$ cat src/rtl/nhqpe_pkg.sv
package nhqpe_pkg;

	localparam int SUB_DEPTH  = 128;
	localparam int COMP_DEPTH = 256;

	localparam int SPTR_W = $clog2(SUB_DEPTH);
	localparam int CPTR_W = $clog2(COMP_DEPTH);
	localparam int SQ_W   = 8;
	localparam int CQ_W   = 9;
	localparam int TAG_W  = 16;

	localparam int CFG_IDX_W  = 2;
	localparam int CFG_DATA_W = 9;

	localparam logic [CFG_IDX_W-1:0] CFG_SUB_SIZE  = 2'd0;
	localparam logic [CFG_IDX_W-1:0] CFG_COMP_SIZE = 2'd1;

	localparam logic CMD_SUBMIT   = 1'b0;
	localparam logic CMD_COMPLETE = 1'b1;

	typedef enum logic [2:0] {
		OUT_SUBMITTED = 3'd0,
		OUT_FULL      = 3'd1,
		OUT_DONE_OK   = 3'd2,
		OUT_DONE_ERR  = 3'd3,
		OUT_STALE     = 3'd4,
		OUT_BAD_ID    = 3'd5
	} outcome_t;

	typedef struct packed {
		logic        command;
		logic [15:0] request_tag;
		logic        entry_phase;
		logic [15:0] entry_id;
		logic [7:0]  entry_status;
		logic [6:0]  entry_sub_head;
	} req_t;

	typedef struct packed {
		logic [2:0]  outcome;
		logic [6:0]  given_id;
		logic [6:0]  slot_index;
		logic [6:0]  sub_tail_doorbell;
		logic [7:0]  comp_head_doorbell;
		logic [15:0] returned_tag;
		logic [7:0]  returned_status;
	} rsp_t;

	// clamped queue sizes
	typedef struct packed {
		logic [SQ_W-1:0] sq;
		logic [CQ_W-1:0] cq;
	} cfg_t;

endpackage

$ cat src/rtl/nhqpe_cfg.sv
module nhqpe_cfg (
	input  logic                               clk,
	input  logic                               arst_n,
	input  logic                               cfg_valid,
	output logic                               cfg_ready,
	input  logic [nhqpe_pkg::CFG_IDX_W-1:0]    cfg_index,
	input  logic [nhqpe_pkg::CFG_DATA_W-1:0]   cfg_data,
	output nhqpe_pkg::cfg_t                    cfg
);
	import nhqpe_pkg::*;

	logic [SQ_W-1:0] sq_q;
	logic [CQ_W-1:0] cq_q;
	logic [SQ_W-1:0] sq_raw;
	logic [CQ_W-1:0] cq_raw;
	logic [SQ_W-1:0] sq_clamp;
	logic [CQ_W-1:0] cq_clamp;

	assign cfg_ready = 1'b1;

	always_comb begin
		sq_raw = cfg_data[SQ_W-1:0];
		cq_raw = cfg_data[CQ_W-1:0];
		if (sq_raw < SQ_W'(2))
			sq_clamp = SQ_W'(2);
		else if (sq_raw > SQ_W'(SUB_DEPTH))
			sq_clamp = SQ_W'(SUB_DEPTH);
		else
			sq_clamp = sq_raw;
		if (cq_raw < CQ_W'(2))
			cq_clamp = CQ_W'(2);
		else if (cq_raw > CQ_W'(COMP_DEPTH))
			cq_clamp = CQ_W'(COMP_DEPTH);
		else
			cq_clamp = cq_raw;
	end

	always_ff @(posedge clk or negedge arst_n) begin
		if (!arst_n) begin
			sq_q <= SQ_W'(SUB_DEPTH);
			cq_q <= CQ_W'(COMP_DEPTH);
		end else if (cfg_valid && cfg_ready) begin
			unique case (cfg_index)
				CFG_SUB_SIZE:  sq_q <= sq_clamp;
				CFG_COMP_SIZE: cq_q <= cq_clamp;
				default: ;
			endcase
		end
	end

	assign cfg.sq = sq_q;
	assign cfg.cq = cq_q;

endmodule

$ cat src/rtl/nhqpe_tag_mem.sv
module nhqpe_tag_mem (
	input  logic                             clk,
	input  logic                             arst_n,
	input  logic                             wr_en,
	input  logic [nhqpe_pkg::SPTR_W-1:0]     wr_addr,
	input  logic [nhqpe_pkg::TAG_W-1:0]      wr_data,
	input  logic [nhqpe_pkg::SPTR_W-1:0]     rd_addr,
	output logic [nhqpe_pkg::TAG_W-1:0]      rd_data
);
	import nhqpe_pkg::*;

	logic [TAG_W-1:0] mem [SUB_DEPTH];
	logic [TAG_W-1:0] rd_q;
	logic [TAG_W-1:0] fwd_q;
	logic             fwd_hit_q;

	always_ff @(posedge clk) begin
		if (wr_en)
			mem[wr_addr] <= wr_data;
		rd_q  <= mem[rd_addr];
		fwd_q <= wr_data;
	end

	// write-first: a read colliding with this cycle's write sees the new tag
	always_ff @(posedge clk or negedge arst_n) begin
		if (!arst_n)
			fwd_hit_q <= 1'b0;
		else
			fwd_hit_q <= wr_en && (wr_addr == rd_addr);
	end

	assign rd_data = fwd_hit_q ? fwd_q : rd_q;

endmodule

$ cat src/rtl/nhqpe_core.sv
module nhqpe_core (
	input  logic                          clk,
	input  logic                          arst_n,
	input  logic                          accept,
	input  nhqpe_pkg::req_t               request,
	input  nhqpe_pkg::cfg_t               cfg,
	output logic                          tag_wr_en,
	output logic [nhqpe_pkg::SPTR_W-1:0]  tag_wr_addr,
	output logic [nhqpe_pkg::TAG_W-1:0]   tag_wr_data,
	input  logic [nhqpe_pkg::TAG_W-1:0]   tag_rd_data,
	output logic                          result_valid,
	output nhqpe_pkg::rsp_t               result
);
	import nhqpe_pkg::*;

	logic                valid_s1;
	req_t                req_s1;

	logic [SPTR_W-1:0]   sub_tail_q;
	logic [SPTR_W-1:0]   sub_head_q;
	logic [CPTR_W-1:0]   comp_head_q;
	logic                phase_q;
	logic [SUB_DEPTH-1:0] id_busy_q;

	logic                result_valid_q;
	rsp_t                result_q;

	logic                free_found;
	logic [SPTR_W-1:0]   free_id;
	logic [SPTR_W:0]     tail_inc;
	logic [SPTR_W-1:0]   tail_next;
	logic [CPTR_W:0]     head_inc;
	logic [CPTR_W-1:0]   head_next;
	logic [SPTR_W-1:0]   cid;
	logic                cid_ok;

	logic                do_alloc;
	logic                do_free;
	logic                do_consume;
	rsp_t                rsp_d;

	always_comb begin
		free_found = 1'b0;
		free_id    = '0;
		for (int i = SUB_DEPTH - 1; i >= 0; i--) begin
			if (!id_busy_q[i] && (i < int'(cfg.sq))) begin
				free_found = 1'b1;
				free_id    = SPTR_W'(i);
			end
		end
	end

	always_comb begin
		tail_inc  = {1'b0, sub_tail_q} + (SPTR_W+1)'(1);
		tail_next = ((SQ_W+1)'(tail_inc) >= (SQ_W+1)'(cfg.sq)) ? '0 : tail_inc[SPTR_W-1:0];
		head_inc  = {1'b0, comp_head_q} + (CPTR_W+1)'(1);
		head_next = ((CQ_W+1)'(head_inc) >= (CQ_W+1)'(cfg.cq)) ? '0 : head_inc[CPTR_W-1:0];
		cid       = req_s1.entry_id[SPTR_W-1:0];
		cid_ok    = (req_s1.entry_id[15:SPTR_W] == '0)
			&& ((SQ_W+1)'(cid) < (SQ_W+1)'(cfg.sq)) && id_busy_q[cid];
	end

	always_comb begin
		do_alloc   = 1'b0;
		do_free    = 1'b0;
		do_consume = 1'b0;
		rsp_d                    = '0;
		rsp_d.sub_tail_doorbell  = 7'(sub_tail_q);
		rsp_d.comp_head_doorbell = 8'(comp_head_q);
		if (req_s1.command == CMD_SUBMIT) begin
			if (!free_found || (tail_next == sub_head_q)) begin
				rsp_d.outcome = OUT_FULL;
			end else begin
				do_alloc                = valid_s1;
				rsp_d.outcome           = OUT_SUBMITTED;
				rsp_d.given_id          = 7'(free_id);
				rsp_d.slot_index        = 7'(sub_tail_q);
				rsp_d.sub_tail_doorbell = 7'(tail_next);
			end
		end else begin
			rsp_d.given_id = req_s1.entry_id[6:0];
			if (req_s1.entry_phase != phase_q) begin
				rsp_d.outcome = OUT_STALE;
			end else begin
				do_consume               = valid_s1;
				rsp_d.comp_head_doorbell = 8'(head_next);
				if (cid_ok) begin
					do_free               = valid_s1;
					rsp_d.outcome         = (req_s1.entry_status == '0) ? OUT_DONE_OK : OUT_DONE_ERR;
					rsp_d.returned_tag    = tag_rd_data;
					rsp_d.returned_status = req_s1.entry_status;
				end else begin
					rsp_d.outcome = OUT_BAD_ID;
				end
			end
		end
	end

	assign tag_wr_en   = do_alloc;
	assign tag_wr_addr = free_id;
	assign tag_wr_data = req_s1.request_tag;

	always_ff @(posedge clk or negedge arst_n) begin
		if (!arst_n) begin
			valid_s1       <= 1'b0;
			result_valid_q <= 1'b0;
			sub_tail_q     <= '0;
			sub_head_q     <= '0;
			comp_head_q    <= '0;
			phase_q        <= 1'b1;
			id_busy_q      <= '0;
		end else begin
			valid_s1       <= accept;
			result_valid_q <= valid_s1;
			if (do_alloc) begin
				id_busy_q[free_id] <= 1'b1;
				sub_tail_q         <= tail_next;
			end
			if (do_free) begin
				id_busy_q[cid] <= 1'b0;
				sub_head_q     <= req_s1.entry_sub_head;
			end
			if (do_consume) begin
				comp_head_q <= head_next;
				if (head_next == '0)
					phase_q <= ~phase_q;
			end
		end
	end

	always_ff @(posedge clk) begin
		if (accept)
			req_s1 <= request;
		if (valid_s1)
			result_q <= rsp_d;
	end

	assign result_valid = result_valid_q;
	assign result       = result_q;

endmodule

$ cat src/rtl/nvme_host_queue_pair_engine_top.sv
// channel   handshake               payload
// request   start / busy            request (req_t)
// result    result_valid strobe     result (rsp_t)
// config    cfg_valid / cfg_ready   cfg_index, cfg_data
//
// One request per cycle; busy stays low. The result strobe and the result are
// registered together: input register, then ID search, pointer wrap and tag
// lookup into the result register. The tag memory read is registered at accept.
// Reset clears pointers and the ID busy bits, sets the phase to one and the
// sizes to their maximum. The result side cannot stall.
module nvme_host_queue_pair_engine_top (
	input  logic                               clk,
	input  logic                               arst_n,
	input  logic                               start,
	output logic                               busy,
	input  nhqpe_pkg::req_t                    request,
	input  logic                               cfg_valid,
	output logic                               cfg_ready,
	input  logic [nhqpe_pkg::CFG_IDX_W-1:0]    cfg_index,
	input  logic [nhqpe_pkg::CFG_DATA_W-1:0]   cfg_data,
	output logic                               result_valid,
	output nhqpe_pkg::rsp_t                    result
);
	import nhqpe_pkg::*;

	cfg_t              cfg;
	logic              accept;
	logic              tag_wr_en;
	logic [SPTR_W-1:0] tag_wr_addr;
	logic [TAG_W-1:0]  tag_wr_data;
	logic [TAG_W-1:0]  tag_rd_data;

	assign busy   = 1'b0;
	assign accept = start && !busy;

	nhqpe_cfg u_cfg (
		.clk       (clk),
		.arst_n    (arst_n),
		.cfg_valid (cfg_valid),
		.cfg_ready (cfg_ready),
		.cfg_index (cfg_index),
		.cfg_data  (cfg_data),
		.cfg       (cfg)
	);

	nhqpe_tag_mem u_tag_mem (
		.clk     (clk),
		.arst_n  (arst_n),
		.wr_en   (tag_wr_en),
		.wr_addr (tag_wr_addr),
		.wr_data (tag_wr_data),
		.rd_addr (request.entry_id[SPTR_W-1:0]),
		.rd_data (tag_rd_data)
	);

	nhqpe_core u_core (
		.clk          (clk),
		.arst_n       (arst_n),
		.accept       (accept),
		.request      (request),
		.cfg          (cfg),
		.tag_wr_en    (tag_wr_en),
		.tag_wr_addr  (tag_wr_addr),
		.tag_wr_data  (tag_wr_data),
		.tag_rd_data  (tag_rd_data),
		.result_valid (result_valid),
		.result       (result)
	);

endmodule
$ cat config.mk
export PLATFORM = sky130hd
export DESIGN_NAME = nvme_host_queue_pair_engine_top
export DESIGN_NICKNAME = d
export VERILOG_FILES = /design/src/rtl/nhqpe_pkg.sv /design/src/rtl/nhqpe_cfg.sv /design/src/rtl/nhqpe_tag_mem.sv /design/src/rtl/nhqpe_core.sv /design/src/rtl/nvme_host_queue_pair_engine_top.sv
export SDC_FILE = /design/constraint.sdc
export NUM_CORES = 2
export LEC_CHECK = 0
export BUFFER_PORTS_ARGS = -buffer_cell sky130_fd_sc_hd__buf_2
export CAP_MARGIN = 5
export CORE_ASPECT_RATIO = 0.6
export CORE_MARGIN = 10
export CORE_UTILIZATION = 45
export DETAILED_ROUTE_END_ITERATION = 6
export SETUP_SLACK_MARGIN = 0.05
export SLEW_MARGIN = 20
export SYNTH_ARGS = -nofsm -noshare
export SYNTH_HDL_FRONTEND = slang
export SYNTH_SLANG_ARGS = --single-unit
$ cat constraint.sdc
create_clock -name clk -period 12.2 [get_ports clk]
set_input_delay 1.22 -clock clk [delete_from_list [all_inputs] [get_ports clk]]
set_output_delay 1.22 -clock clk [all_outputs]
set_load 0.02 [all_outputs]
After elaboration in Yosys (flattened, before gate mapping)
Memories as Yosys holds them, arrays and structs flattened. A register that Yosys moved wholly into a read port is not among the register bits.
Index checks and enable logic that the tools add are counted.
Widths: inputs -> output; s select.
{"block": "word_totals", "regBits": 292, "mem_bits_rw": 2048, "inputBits": 64, "out_inout_bits": 59, "n_memories": 1}
{"block": "op_classes", "addsub": 2, "magnitude_cmp": 139, "n_eq_ne": 4, "mux": 290, "bitwise": 6, "reduce_logical": 272}
{"name": "u_tag_mem.mem", "words": 128, "word_bits": 16, "rd": 1, "rd_clocked_by_memory_dff": 1, "wr": 1, "line": "nhqpe_tag_mem.sv:12", "source": "logic [TAG_W-1:0] mem [SUB_DEPTH];"}
{"cell": "$mux 7", "n": 130}
{"cell": "$lt 7x8->1 const A", "n": 64}
{"cell": "$lt 6x8->1 const A", "n": 32}
{"cell": "$mux 128", "n": 2}
{"cell": "$mux 1", "n": 142}
{"cell": "$logic_and 1x1->1", "n": 133}
{"cell": "$logic_not 1->1", "n": 129}
{"cell": "$and 128x128->128", "n": 1}
{"cell": "$lt 5x8->1 const A", "n": 16}
{"cell": "$not 128->128", "n": 1}
{"cell": "$or 128x128->128", "n": 1}
{"cell": "$lt 4x8->1 const A", "n": 8}
{"cell": "$mux 32", "n": 2}
{"cell": "$lt 3x8->1 const A", "n": 4}
{"cell": "$mux 24", "n": 1}
{"cell": "$mux 8", "n": 3}
{"cell": "$mux 21", "n": 1}
{"cell": "$mux 9", "n": 2}
{"cell": "$logic_not 8->1", "n": 2}
{"cell": "$lt 1x8->1 const A", "n": 2}
{"cell": "$lt 2x8->1 const A", "n": 2}
{"cell": "$lt 7x8->1 const B", "n": 2}
{"cell": "$mux 16", "n": 1}
{"cell": "$demux 1 s7", "n": 2}
{"cell": "23 further kinds", "n": 30}

Longest topological paths before layout
{"block": "logic_depth", "depth_word": 138, "mapped_depth": 20, "depth_no_buf": 16}

Modules after synthesis
From an unflattened synthesis, not the netlist that was laid out.
{"block": "unflattened", "cells_unflattened": 5067, "hier_area_um2": 96906.7}
{"mod": "nhqpe_tag_mem", "instances": 1, "cells_each": 3136, "area_each_um2": 79149.7, "seq_area_each_um2": 62164.6}
{"mod": "nhqpe_core", "instances": 1, "cells_each": 1854, "area_each_um2": 16987.5, "seq_area_each_um2": 6982.9}
{"mod": "nhqpe_cfg", "instances": 1, "cells_each": 75, "area_each_um2": 758.2, "seq_area_each_um2": 427.9}
{"mod": "nvme_host_queue_pair_engine_top", "instances": 1, "cells_each": 2, "area_each_um2": 11.3, "seq_area_each_um2": 0.0}

Worst setup path before layout
OpenSTA, ideal clock, no wires.
{"block": "synth_path", "kind": "flip-flop to flip-flop", "from": "register u_core.sub_tail_q[0]", "to": "memory u_tag_mem.mem[49][0], enable pin", "setup_ns": 0.430, "t_arrival_ns": 5.398, "t_required_ns": 11.770, "path_slack_ns": 6.372, "path_stages_with_launch": 19, "path_buffers": 4, "synth_period_minus_slack_ns": 5.828, "cell_sequence": "dfrtp_1 -> clkbuf_1 -> nand2_1 -> or3_1 -> and2_1 -> inv_1 -> ha_1 -> o21ai_0 -> a211o_1 -> o21ai_0 -> clkbuf_1 -> a21oi_1 -> nor3_1 -> o41ai_1 -> or3b_1 -> clkbuf_1 -> or2_2 -> buf_2 -> nor4_1"}
{"block": "synth_between", "elab_chain_len": 9}
{"item": "from (decl)", "line": "nhqpe_core.sv:19", "source": "logic [SPTR_W-1:0] sub_tail_q;"}
{"item": "from (signal assigned)", "line": "nhqpe_core.sv:117", "source": "sub_tail_q <= tail_next;"}
{"item": "$add 7x1->8 *", "line": "nhqpe_core.sv:54", "source": "tail_inc = {1'b0, sub_tail_q} + (SPTR_W+1)'(1);"}
{"item": "$ge 8x8->1", "line": "nhqpe_core.sv:55", "source": "tail_next = ((SQ_W+1)'(tail_inc) >= (SQ_W+1)'(cfg.sq)) ? '0 : tail_inc[SPTR_W-1:0];"}
{"item": "$mux 7 *", "line": "nhqpe_core.sv:55"}
{"item": "$eq 7x7->1 *", "line": "nhqpe_core.sv:71", "source": "if (!free_found || (tail_next == sub_head_q)) begin"}
{"item": "$logic_or 1x1->1 *", "line": "nhqpe_core.sv:71"}
{"item": "$mux 1 *", "line": "nhqpe_core.sv:71"}
{"item": "$mux 1 *", "line": "nhqpe_core.sv:70", "source": "if (req_s1.command == CMD_SUBMIT) begin"}
{"item": "$mux 1 *", "line": "nhqpe_tag_mem.sv:18", "source": "if (wr_en)"}
{"item": "$mux 1 (implied by the code) *", "line": "nhqpe_tag_mem.sv:19", "source": "mem[wr_addr] <= wr_data;"}
{"item": "to (decl)", "line": "nhqpe_tag_mem.sv:12"}
Mark *: on every way between the ends. The rest lies on a longest branch, timed or not.

Worst setup path after layout
{"block": "layout_path", "from": "register u_cfg.sq_q[1]", "to": "memory u_tag_mem.mem[60][5], enable pin"}
{"block": "layout_between", "elab_chain_len": 136, "word_cells_on_any_way": 521, "classes_between": "order compare (129); eq/ne (1); mux (261); reduce/logical (130)"}
{"item": "from (decl)", "line": "nhqpe_cfg.sv:12", "source": "logic [SQ_W-1:0] sq_q;"}
{"item": "from (signal assigned)", "line": "nhqpe_cfg.sv:40", "source": "sq_q <= SQ_W'(SUB_DEPTH);"}
{"item": "from (signal assigned)", "line": "nhqpe_cfg.sv:44", "source": "CFG_SUB_SIZE: sq_q <= sq_clamp;"}
{"item": "$lt 7x8->1", "line": "nhqpe_core.sv:46", "source": "if (!id_busy_q[i] && (i < int'(cfg.sq))) begin"}
{"item": "$logic_and 1x1->1", "line": "nhqpe_core.sv:46"}
{"item": "$mux 1 (128 in a row)", "line": "nhqpe_core.sv:46"}
{"item": "$logic_not 1->1", "line": "nhqpe_core.sv:71"}
{"item": "$logic_or 1x1->1", "line": "nhqpe_core.sv:71"}
{"item": "$mux 1", "line": "nhqpe_core.sv:71"}
{"item": "$mux 1", "line": "nhqpe_core.sv:70"}
{"item": "$mux 1", "line": "nhqpe_tag_mem.sv:18"}
{"item": "$mux 1 (implied by the code)", "line": "nhqpe_tag_mem.sv:19"}
Several ways; a longest one is shown, not always the timed one.

==> flow_summary.yaml <==
run_status:
  status: "finished clean"
critical_path:
  cpPeakStageDelay_ns: 0.94
  cp-start-kind: "flip-flop"
  path_cells: "buf_4 > nand4_1 > a211oi_1 > nor2_1 > a311o_1 > or2_2 > a2111oi_2 > a211oi_1 > nor2b_4 > buf_4 > nand3_1 > buf_4 > nor2_2"
  cp-end-kind: "flip-flop"
  crit_type: "flip-flop to flip-flop"
  critical_path_arrival_ns: 8.23
  r2r-end: "u_tag_mem.mem[60][5]"
  endpoint: "u_tag_mem.mem[60][5]"
  cp_slowest_cell: "nor2b_4"
  reg2regPathDepth: 13
  cp-startpoint: "u_cfg.sq_q[1]"
  path_delay_family: "simple AND/OR/NAND/NOR gates"
  cp.depth: 13
  reg2reg_from: "u_cfg.sq_q[1]"
  r2r_slack_ns: 4.45
  crit_required_ns: 12.68
  crit_top_cell: "buf_4"
  worst-path-buf-inv: 3
  crit_path_max_fanout: 24
global_routing:
  antenna_found_initial: 21
  grt_pass1_vias: 50400
  grt_pass1_wl_um: 419000
  grt.total_usage: 0.254
  grt-ovfl-total: 0
  grt_max_degree: 144
timing:
  worstMarginPinSlew_ns: 1.37
  relSlewSlack: 0.0745
  rsz0062_at_grt: "false"
  post-route-period-util: 0.635
  setup_tns_ns: 0
  drv_slew: 0
  skew_ns: 0.0647
  setup_viol: 0
  fmax_ghz: 0.129
  hold_viol: 0
  finalCriticalPeriod_ns: 7.75
die:
  die_area_sq_mm: 0.233
  rows: 131
  core_sq_mm: 0.213
  die_x_um: 617
  ios: 123
  fp.dieH_um: 378
  start_util: 0.453
yosys:
  seq_area_frac_synth: 0.723
  yosys.area_share.simple: 0.0411
  ys_types: 106
  synth_ff_type: "edfxtp_1"
  synth_cells: 4908
  syn_avg_cell_area_sq_um: 19.6
  synthAdderAreaFrac: 0.00325
  synthMuxAreaShare: 0.166
  async_flop_share: 0.0726
  syn-num-nets: 4997
  synth_area_sq_mm: 0.0963
  synth_top_family_by_area: "multiplexers"
  synth_edf_count: 2153
  ys_ff_latch: 2356
  synth_xor_area_frac: 0.00169
  synth_compound_area_frac: 0.0502
  yosys_warnings: 0
clock_network:
  numCtsBuffers: 216
  cts_max_path_buffers: 4
  cts_setup_buffers: 0
  clock-sinks: 2356
  cts-root-buf: "clkbuf_16"
  cts_resized: 0
  clk_latency_ns: 0.88
  clk_pin_slew_ns: 0.09
  cts_tree: "yes"
  cts_max_level: 4
  cts_hold_buf: 0
drt:
  routed_wl_um: 302000
  highest_layer: "met5"
  route.detailed.drc: 0
  vias_per_cell: 6.42
  m1WireLength_um: 137000
  vias: 52900
  wl_per_cell_um: 36.6
  firstDrtPassIters: 6
  drt-initial-drc-count: 8072
  wl_met2_um: 121000
  drtAntennaViolNets: 0
  met3_length_um: 34700
placement:
  postPlaceCellArea_sq_mm: 0.101
  dp.cells: 7813
  dp_hpwl_um: 200000
  port_buffers: 120
  gp_congestion: 1.05
hold_path:
  hold_class: "primary input to asynchronous set/reset pin"
pwr:
  leakagePower_nw: 34.6
  ir_drop_v: 0.000186
  powerDensity_mw_per_mm2: 172
layout:
  drive_gt1_frac: 0.294
  layout.nets: 5263
  syn_to_final_growth_pct: 12.7
  stdcell_count: 8228
  final_area_sq_mm: 0.109
flow_run:
  drv_cap: 0
flip-flops by register name, indices dropped and copies added, names as in the netlist, 8 cells and up:
register and flops:
u_tag_mem.mem 2048, u_core.id_busy_q 128, u_core.result 56, u_core.req_s1 26, u_core.tag_wr_data 16, u_tag_mem.fwd_q 16
u_tag_mem.rd_q 16, u_cfg.cq_q 9, u_cfg.sq_q 8, u_core.comp_head_q 8
cells by family (layout without fill, tap and decap cells):
kind of cell | after synthesis | count (layout)
compound gates | 699 | 699
xor+xnor | 17 | 17
fa+ha+maj | 25 | 25
buf+inv | 337 | 779
flops | 2356 | 2356
mux | 742 | 742
other cells | 2 | 21
simple gates | 730 | 730
cell usage after synthesis (all sizes together) (22+ instances only):
master | n | area share
a211oi | 32 | 0.0027
nor2 | 238 | 0.0097
a21oi | 173 | 0.0091
o22ai | 34 | 0.0022
a2bb2oi | 97 | 0.0089
inv | 50 | 0.0019
dfxtp | 32 | 0.0067
mux4 | 676 | 0.16
nand2 | 136 | 0.0054
a21o | 24 | 0.0019
ha | 25 | 0.0032
nand2b | 38 | 0.0025
nor3 | 59 | 0.0038
clkbuf | 159 | 0.0062
or3 | 22 | 0.0015
a31oi | 37 | 0.0025
edfxtp | 2153 | 0.67
o221ai | 22 | 0.0020
buf | 126 | 0.0071
nor4 | 49 | 0.0052
o21ai | 123 | 0.0065
nand3 | 46 | 0.0025
mux2 | 48 | 0.0056
dfrtp | 168 | 0.044
worst min path at each step:
stage                                 from                    to  depth (start not counted)
final                               arst_n       u_core.valid_s1                          1
after global routing                arst_n       u_core.valid_s1                          1
after global placement    u_core.req_s1[1]  u_core.sub_head_q[1]                          1
after detailed placement  u_core.req_s1[6]  u_core.sub_head_q[6]                          1
after CTS                           arst_n       u_core.valid_s1                          1
after floorplan              u_cfg.cq_q[0]         u_cfg.cq_q[0]                          2
area by class of cell:
cell class / instances / area [sq um]
diodes: 19 / 47.5
clock buffers: 283 / 5890
clock inverters: 111 / 1010
fillers: 17100 / 104000
inverters: 52 / 203
multi-input cells: 2215 / 25900
flip-flops and latches: 2356 / 69600
well taps: 2859 / 3580
repair buffers: 333 / 2340
report_power, final:
group / internal, W / switching (W) / leakage, nW
clock: 0.00374 / 0.00299 / 3.37
combinational: 0.000697 / 0.00205 / 9.16
sequential: 0.00903 / 0.000106 / 22.1
stage by stage:
stage	total power (W)	hold WS (ns)	worst slack (ns)	util
after floorplan	0.0107	0.450	6.37	-
after global placement	0.0119	0.468	4.81	0.477
after detailed placement	0.0119	0.466	4.64	0.477
after CTS	0.0186	0.294	4.54	0.510
after global routing	0.0192	0.317	4.26	0.510
final	0.0186	0.329	4.45	0.510
cell usage in the layout, fill, tap and decap left out, types with 37 or more instances in the layout:
cell | synthesis | layout
a21oi_1 | 171 | 170
a2bb2oi_1 | 96 | 96
buf_2 | 33 | 115
buf_4 | 22 | 204
clkbuf_1 | 159 | 49
clkbuf_16 | 0 | 221
clkinv_1 | 2 | 38
dfrtp_1 | 168 | 166
edfxtp_1 | 2153 | 2153
inv_1 | 50 | 50
mux2_2 | 48 | 48
mux4_2 | 676 | 676
nand2_1 | 134 | 134
nand2b_1 | 38 | 37
nand3_1 | 44 | 44
nor2_1 | 226 | 161
nor2_2 | 11 | 50
o21ai_0 | 114 | 113
routing by layer:
metal / vias to the layer above / global-route usage
met5: - / 0
met1: 28400 / 0.406
li1: 21100 / -
met3: 449 / 0.0801
met4: 20 / 0.0593
met2: 2849 / 0.336
No activity file was read; power rests on OpenSTA's default activity.
